`src/rtl/core/crlfx_pkg.sv`:
```
// Shared constants and types for the CR LF line extractor.
package crlfx_pkg;

    localparam int STORE_DEPTH_DEFAULT = 64;

    localparam logic [7:0] CH_LF    = 8'h0A;
    localparam logic [7:0] CH_CR    = 8'h0D;
    localparam logic [7:0] CH_OPEN  = 8'h3C;
    localparam logic [7:0] CH_CLOSE = 8'h3E;

    typedef enum logic [1:0] {
        ST_IDLE,
        ST_HEAD,
        ST_TAIL,
        ST_EMIT
    } state_t;

endpackage

```
`src/rtl/core/crlfx_ram.sv`:
```
// Generic simple dual-port RAM: one write port, one read port with registered data.
module crlfx_ram #(
    parameter int WIDTH = 8,
    parameter int DEPTH = 64
) (
    input  logic                     clk,
    input  logic                     wr_en,
    input  logic [$clog2(DEPTH)-1:0] wr_addr,
    input  logic [WIDTH-1:0]         wr_data,
    input  logic [$clog2(DEPTH)-1:0] rd_addr,
    output logic [WIDTH-1:0]         rd_data
);

    logic [WIDTH-1:0] mem [DEPTH];

    always_ff @(posedge clk)
    begin
        if (wr_en)
        begin
            mem[wr_addr] <= wr_data;
        end
        rd_data <= mem[rd_addr];
    end

endmodule

```
`src/rtl/core/crlf_line_extractor_core.sv`:
```
// Top level: CR LF line framer over a ring store held in a RAM.
//
//  channel   | direction | tdata            | tuser                       | tlast
//  s_axis    | in        | [7:0] rx_byte    | -                           | -
//  m_axis    | out       | [7:0] line_byte  | [0] line_kind [1] dropped   | line_last
//
// s_axis_tready is low while a line is emitted.
// A finished non-empty line has its first and last byte read through the RAM read port,
// then is emitted one byte per cycle unless stalled, the single read port setting that pace.
// m_axis_tready low with a valid output holds the output register and stalls emission and input alike.
// Reset clears state, pointers, counts, the CR flag and output valid; the RAM contents are not cleared.
module crlf_line_extractor_core #(
    parameter int STORE_DEPTH = crlfx_pkg::STORE_DEPTH_DEFAULT
) (
    input  logic       clk,
    input  logic       rst_n,
    input  logic       s_axis_tvalid,
    output logic       s_axis_tready,
    input  logic [7:0] s_axis_tdata,   // [7:0] rx_byte
    output logic       m_axis_tvalid,
    input  logic       m_axis_tready,
    output logic [7:0] m_axis_tdata,   // [7:0] line_byte
    output logic [1:0] m_axis_tuser,   // [0] line_kind, [1] byte_dropped
    output logic       m_axis_tlast
);

    import crlfx_pkg::*;

    localparam int AW = $clog2(STORE_DEPTH);
    localparam int CW = $clog2(STORE_DEPTH + 1);

    state_t         state_reg, state_next;
    logic [AW-1:0]  line_start_reg, line_start_next;
    logic [AW-1:0]  wr_idx_reg, wr_idx_next;
    logic [CW-1:0]  fill_reg, fill_next;
    logic           prev_cr_reg, prev_cr_next;
    logic [AW-1:0]  base_reg, base_next;
    logic [CW-1:0]  len_reg, len_next;
    logic [CW-1:0]  remain_reg, remain_next;
    logic [AW-1:0]  rd_ptr_reg, rd_ptr_next;
    logic           open_reg, open_next;
    logic           kind_reg, kind_next;
    logic           out_valid_reg, out_valid_next;
    logic [7:0]     out_byte_reg, out_byte_next;
    logic           out_kind_reg, out_kind_next;
    logic           out_last_reg, out_last_next;
    logic           out_drop_reg, out_drop_next;

    logic           ram_wr_en;
    logic [7:0]     ram_rd_data;
    logic           out_free;
    logic           in_accept;
    logic [CW-1:0]  fill_inc;

    function automatic logic [AW-1:0] wrap_add(input logic [AW-1:0] a, input logic [AW-1:0] b);
        logic [AW:0] s;
        s = {1'b0, a} + {1'b0, b};
        if (s >= (AW+1)'(STORE_DEPTH))
        begin
            s = s - (AW+1)'(STORE_DEPTH);
        end
        return s[AW-1:0];
    endfunction

    crlfx_ram #(
        .WIDTH (8),
        .DEPTH (STORE_DEPTH)
    ) u_store (
        .clk     (clk),
        .wr_en   (ram_wr_en),
        .wr_addr (wr_idx_reg),
        .wr_data (s_axis_tdata),
        .rd_addr (rd_ptr_next),
        .rd_data (ram_rd_data)
    );

    assign out_free  = !out_valid_reg || m_axis_tready;
    assign in_accept = s_axis_tvalid && s_axis_tready;
    assign fill_inc  = fill_reg + CW'(1);

    always_ff @(posedge clk or negedge rst_n)
    begin
        if (!rst_n)
        begin
            state_reg      <= ST_IDLE;
            line_start_reg <= '0;
            wr_idx_reg     <= '0;
            fill_reg       <= '0;
            prev_cr_reg    <= 1'b0;
            rd_ptr_reg     <= '0;
            remain_reg     <= '0;
            out_valid_reg  <= 1'b0;
        end
        else
        begin
            state_reg      <= state_next;
            line_start_reg <= line_start_next;
            wr_idx_reg     <= wr_idx_next;
            fill_reg       <= fill_next;
            prev_cr_reg    <= prev_cr_next;
            rd_ptr_reg     <= rd_ptr_next;
            remain_reg     <= remain_next;
            out_valid_reg  <= out_valid_next;
        end
    end

    always_ff @(posedge clk)
    begin
        base_reg     <= base_next;
        len_reg      <= len_next;
        open_reg     <= open_next;
        kind_reg     <= kind_next;
        out_byte_reg <= out_byte_next;
        out_kind_reg <= out_kind_next;
        out_last_reg <= out_last_next;
        out_drop_reg <= out_drop_next;
    end

    always_comb
    begin
        state_next      = state_reg;
        line_start_next = line_start_reg;
        wr_idx_next     = wr_idx_reg;
        fill_next       = fill_reg;
        prev_cr_next    = prev_cr_reg;
        base_next       = base_reg;
        len_next        = len_reg;
        remain_next     = remain_reg;
        rd_ptr_next     = rd_ptr_reg;
        open_next       = open_reg;
        kind_next       = kind_reg;
        out_valid_next  = out_valid_reg && !m_axis_tready;
        out_byte_next   = out_byte_reg;
        out_kind_next   = out_kind_reg;
        out_last_next   = out_last_reg;
        out_drop_next   = out_drop_reg;
        s_axis_tready   = 1'b0;
        ram_wr_en       = 1'b0;

        case (state_reg)
            ST_IDLE:
            begin
                s_axis_tready = out_free;
                if (in_accept)
                begin
                    if (fill_reg >= CW'(STORE_DEPTH))
                    begin
                        out_valid_next = 1'b1;
                        out_byte_next  = 8'h00;
                        out_kind_next  = 1'b0;
                        out_last_next  = 1'b0;
                        out_drop_next  = 1'b1;
                    end
                    else
                    begin
                        ram_wr_en   = 1'b1;
                        wr_idx_next = wrap_add(wr_idx_reg, AW'(1));
                        if (s_axis_tdata == CH_LF && prev_cr_reg && fill_inc >= CW'(2))
                        begin
                            line_start_next = wrap_add(wr_idx_reg, AW'(1));
                            fill_next       = '0;
                            prev_cr_next    = 1'b0;
                            base_next       = line_start_reg;
                            len_next        = fill_reg - CW'(1);
                            rd_ptr_next     = line_start_reg;
                            if (fill_reg != CW'(1))
                            begin
                                state_next = ST_HEAD;
                            end
                        end
                        else
                        begin
                            fill_next    = fill_inc;
                            prev_cr_next = (s_axis_tdata == CH_CR);
                        end
                    end
                end
            end

            ST_HEAD:
            begin
                open_next   = (ram_rd_data == CH_OPEN);
                rd_ptr_next = wrap_add(base_reg, AW'(len_reg - CW'(1)));
                state_next  = ST_TAIL;
            end

            ST_TAIL:
            begin
                if (len_reg > CW'(2) && open_reg && ram_rd_data == CH_CLOSE)
                begin
                    rd_ptr_next = wrap_add(base_reg, AW'(1));
                    remain_next = len_reg - CW'(2);
                    kind_next   = 1'b1;
                end
                else
                begin
                    rd_ptr_next = base_reg;
                    remain_next = len_reg;
                    kind_next   = 1'b0;
                end
                state_next = ST_EMIT;
            end

            ST_EMIT:
            begin
                if (out_free)
                begin
                    out_valid_next = 1'b1;
                    out_byte_next  = ram_rd_data;
                    out_kind_next  = kind_reg;
                    out_last_next  = (remain_reg == CW'(1));
                    out_drop_next  = 1'b0;
                    remain_next    = remain_reg - CW'(1);
                    rd_ptr_next    = wrap_add(rd_ptr_reg, AW'(1));
                    if (remain_reg == CW'(1))
                    begin
                        state_next = ST_IDLE;
                    end
                end
            end

            default:
            begin
                state_next = ST_IDLE;
            end
        endcase
    end

    assign m_axis_tvalid = out_valid_reg;
    assign m_axis_tdata  = out_byte_reg;
    assign m_axis_tuser  = {out_drop_reg, out_kind_reg};
    assign m_axis_tlast  = out_last_reg;

`ifndef SYNTHESIS
    a_fill_bound: assert property (@(posedge clk) disable iff (!rst_n)
        fill_reg <= CW'(STORE_DEPTH))
        else $error("fill count above store depth");

    a_emit_remain: assert property (@(posedge clk) disable iff (!rst_n)
        state_reg == ST_EMIT |-> remain_reg != '0)
        else $error("emitting with nothing left");

    a_busy_no_input: assert property (@(posedge clk) disable iff (!rst_n)
        state_reg != ST_IDLE |-> !s_axis_tready)
        else $error("input ready while a line is in flight");

    a_drop_clean: assert property (@(posedge clk) disable iff (!rst_n)
        m_axis_tvalid && m_axis_tuser[1] |-> m_axis_tdata == 8'h00 && !m_axis_tlast)
        else $error("drop transaction carries line data");

    a_line_clears: assert property (@(posedge clk) disable iff (!rst_n)
        state_reg == ST_HEAD |-> fill_reg == '0 && !prev_cr_reg)
        else $error("store not released at line end");
`endif

endmodule
```
`config.mk`:
```
export PLATFORM = sky130hd
export DESIGN_NAME = crlf_line_extractor_core
export DESIGN_NICKNAME = d
export VERILOG_FILES = /design/src/rtl/core/crlfx_pkg.sv /design/src/rtl/core/crlfx_ram.sv /design/src/rtl/core/crlf_line_extractor_core.sv
export SDC_FILE = /design/constraint.sdc
export NUM_CORES = 1
export LEC_CHECK = 0
export BUFFER_PORTS_ARGS = -buffer_cell sky130_fd_sc_hd__buf_2
export CAP_MARGIN = 20
export CORE_ASPECT_RATIO = 1.25
export CORE_MARGIN = 3
export CORE_UTILIZATION = 40
export CTS_CLUSTER_SIZE = 10
export DETAILED_ROUTE_END_ITERATION = 7
export PLACE_DENSITY = 0.65
export SETUP_SLACK_MARGIN = 0.4
export SLEW_MARGIN = 20
export SYNTH_ARGS = -nofsm -noshare
export SYNTH_HDL_FRONTEND = slang
export SYNTH_SLANG_ARGS = --single-unit
```
`constraint.sdc`:
```
create_clock -name clk -period 8.31 [get_ports clk]
set_input_delay 0.4155 -clock clk [delete_from_list [all_inputs] [get_ports clk]]
set_output_delay 0.4155 -clock clk [all_outputs]
set_load 0.02 [all_outputs]
```
==> flow_summary.json <==
{
  "clock_latency_ns": 0.59,
  "fp.dieH_um": 281.3,
  "drv_cap": 0,
  "critPathCaptureType": "register",
  "cp_data_required_time_ns": 8.78,
  "hpwlAfterDp_um": 37750,
  "root_buffer": "clkbuf_16",
  "timing.rr.start": "state_reg[0]",
  "via_count": 14720,
  "syn_area_um2": 24250,
  "busiest_layer": "met2",
  "synth_edf_count": 538,
  "grt-ovfl-total": 0,
  "p_int_uw": 6187,
  "cts.path.max_buffers": 3,
  "rsz0062_at_grt": "false",
  "use_met2_pct": 32.02,
  "cp.arrival_ns": 6.65,
  "syn_nets": 1828,
  "crit_path_start": "state_reg[0]",
  "hold_buffers": 1,
  "worst-slew-pin-transition_ns": 1.048,
  "power_leakage_uw": 0.009345,
  "tns_ns": 0,
  "outcome": "completed",
  "cts_tree": "yes",
  "grt_use_total_pct": 19.02,
  "grt_pass1_vias": 14430,
  "synth_ff_type": "edfxtp_1",
  "setup_viol": 0,
  "hold_viol": 0,
  "drtIter0Drc": 1547,
  "areaGrowthSynthToFinish_pct": 11.11,
  "fmax_mhz": 161.7,
  "syn_area_per_cell_um2": 13.52,
  "yosysWarningCount": 0,
  "die_x_um": 226.2,
  "top_register": "u_store.mem",
  "synthArstFlopShare_pct": 6.186,
  "pwr-share-comb_pct": 39.4,
  "period_needed_ns": 6.184,
  "synthTopCellsByArea": "edfxtp_1, nand2_1, mux2i_1, dfrtp_1, nor2_1",
  "numPortBuffers": 24,
  "fillers": 5263,
  "io_pins": 25,
  "largest_reg_flops": 512,
  "grt_use_met3_pct": 2.685,
  "p_clk_share_pct": 25.8,
  "row_count": 100,
  "vias_per_cell": 5.658,
  "hold_class": "in -> reg",
  "drt_first_pass_iters": 6,
  "swShare_pct": 39.13,
  "wl_per_cell_um": 23.35,
  "timing.hold.ws_ns": 0.2005,
  "placed_cells": 2502,
  "grt_pass1_wl_um": 90900,
  "synth_top_area_share_pct": 66.62,
  "htree_levels": 3,
  "ant_nets": 0,
  "seq_power_share_pct": 34.8,
  "synth_seq_area_share_pct": 70.99,
  "power_switching_uw": 3977,
  "routed_wl_um": 60740,
  "fin_cells": 2601,
  "drive_gt1_share_pct": 7.625,
  "grt_max_degree": 92,
  "yosysTopAreaCell": "edfxtp_1",
  "cellPowerDensity_nw_per_um2": 377.2,
  "startpoint_type": "register",
  "cts_setup_buffers": 0,
  "start_util_pct": 40.55,
  "layout_common_cells": "edfxtp_1, nand2_1, mux2i_1",
  "peakVddDrop_v": 0.0002994,
  "synthCells": 1794,
  "core_area_um2": 59810,
  "fin_crit_sh_pct": 74.41,
  "fin_util_pct": 45.06,
  "yosys_register_bits": 582,
  "drc": 0,
  "antenna_found_initial": 0,
  "slew_headroom_pct": 29.86,
  "gp_congestion": 0.8640,
  "numCtsBuffers": 68,
  "finClkSkew_ns": 0.02237,
  "critPathMaxFanout": 91,
  "use_met1_pct": 24.71,
  "numClockSinks": 582,
  "synthDistinctLibCells": 69,
  "layout_commonest_cell": "edfxtp_1",
  "final_nets": 1842,
  "drv_slew": 0,
  "cts-resized-gates": 0,
  "die_area_um2": 63640,
  "clkSlewWorstSetupHoldPaths_ns": 0.06,
  "diodes": 0,
  "hp-start": "s_axis_tdata[3]",
  "crit_type": "reg -> reg"
}
## per-stage QoR
step	setup WS, ns	instance area [um^2]	total power (uW)
2_1_floorplan	4.422	24250	6337
3_3_place_gp	2.228	25030	7529
3_5_place_dp	2.099	25030	7555
4_1_cts	2.144	26950	10180
5_1_grt	1.660	26950	10640
6_report	2.126	26950	10160
## critical path, stage by stage, from the launching register on
cell      delay, ns
dfrtp_1        0.39
inv_1          0.11
ha_1           0.63
and3_1         0.68
o311ai_4       0.38
inv_4          0.35
mux2i_4        0.47
nand2_8        0.43
inv_4          0.85
nor2_1         0.30
buf_4          0.28
a221oi_1       0.65
a22oi_1        0.23
o311a_1        0.15
## Yosys cell counts (10+ instances only)
cell type / instances
a311oi_1: 16
and3_1: 11
nand2_1: 360
o21ai_0: 23
buf_2: 32
xnor2_1: 27
o31ai_1: 10
clkbuf_1: 50
a21oi_1: 49
mux2i_1: 100
a221oi_1: 11
dfrtp_1: 36
nand3_1: 57
nor2_1: 94
a31oi_1: 38
inv_1: 33
a21boi_0: 17
a211oi_1: 20
o22ai_1: 49
a22oi_1: 22
ha_1: 21
and2_1: 10
xor2_1: 18
nor3_1: 16
edfxtp_1: 538
nor4_1: 11
## metal layers
layer	wire length, um	part of all wire [%]	up-vias
met5	0	0	-
met4	2380	3.9	0
met3	4015	6.6	112
met2	30040	49	597
met1	24310	40	7289
li1	-	-	6719
## cell type report
| type | count | area (um^2) | area share [%] |
|---|---|---|---|
| clock inverters | 6 | 88.84 | 0.3297 |
| flip-flops and latches | 582 | 17220 | 63.89 |
| clock buffers | 92 | 1823 | 6.765 |
| multi-input cells | 1072 | 6420 | 23.82 |
| well taps | 765 | 957.2 | 3.552 |
| inverters | 37 | 146.4 | 0.5432 |
| repair buffers | 47 | 295.3 | 1.096 |
## path summary, 6_finish.rpt
kind / end / slack [ns] / cells after the start
max: u_store.rd_data[4] / 2.13 / 13
max reg2reg: u_store.rd_data[4] / 2.13 / 13
min in group asynchronous: state_reg[1] / 0.51 / 2
max in group asynchronous: rd_ptr_reg[3] / 7.25 / 2
min reg2reg: base_reg[1] / 0.47 / 0
min: u_store.mem[40][3] / 0.20 / 1
## logic make-up (layout without fill, tap and decap cells)
family	Yosys count	after routing	share of synthesized area (%)
AOI/OAI and AO/OA	291	291	8.250
xor gates and xnor gates	45	45	1.625
buffers and inverters	140	182	2.698
and+or+nand+nor	612	612	11.00
muxes	102	102	4.267
DFF	582	582	70.99
adders and majority gates	22	22	1.166
## power by group through the flow
stage	Clock [uW]	Sequential, uW	Combinational [uW]
6_report	2620	3540	4010
5_1_grt	2790	3550	4300
4_1_cts	2670	3530	3990
3_5_place_dp	0	3590	3970
3_3_place_gp	0	3580	3950
2_1_floorplan	0	3510	2830
No activity file was read; power rests on OpenSTA's default activity.
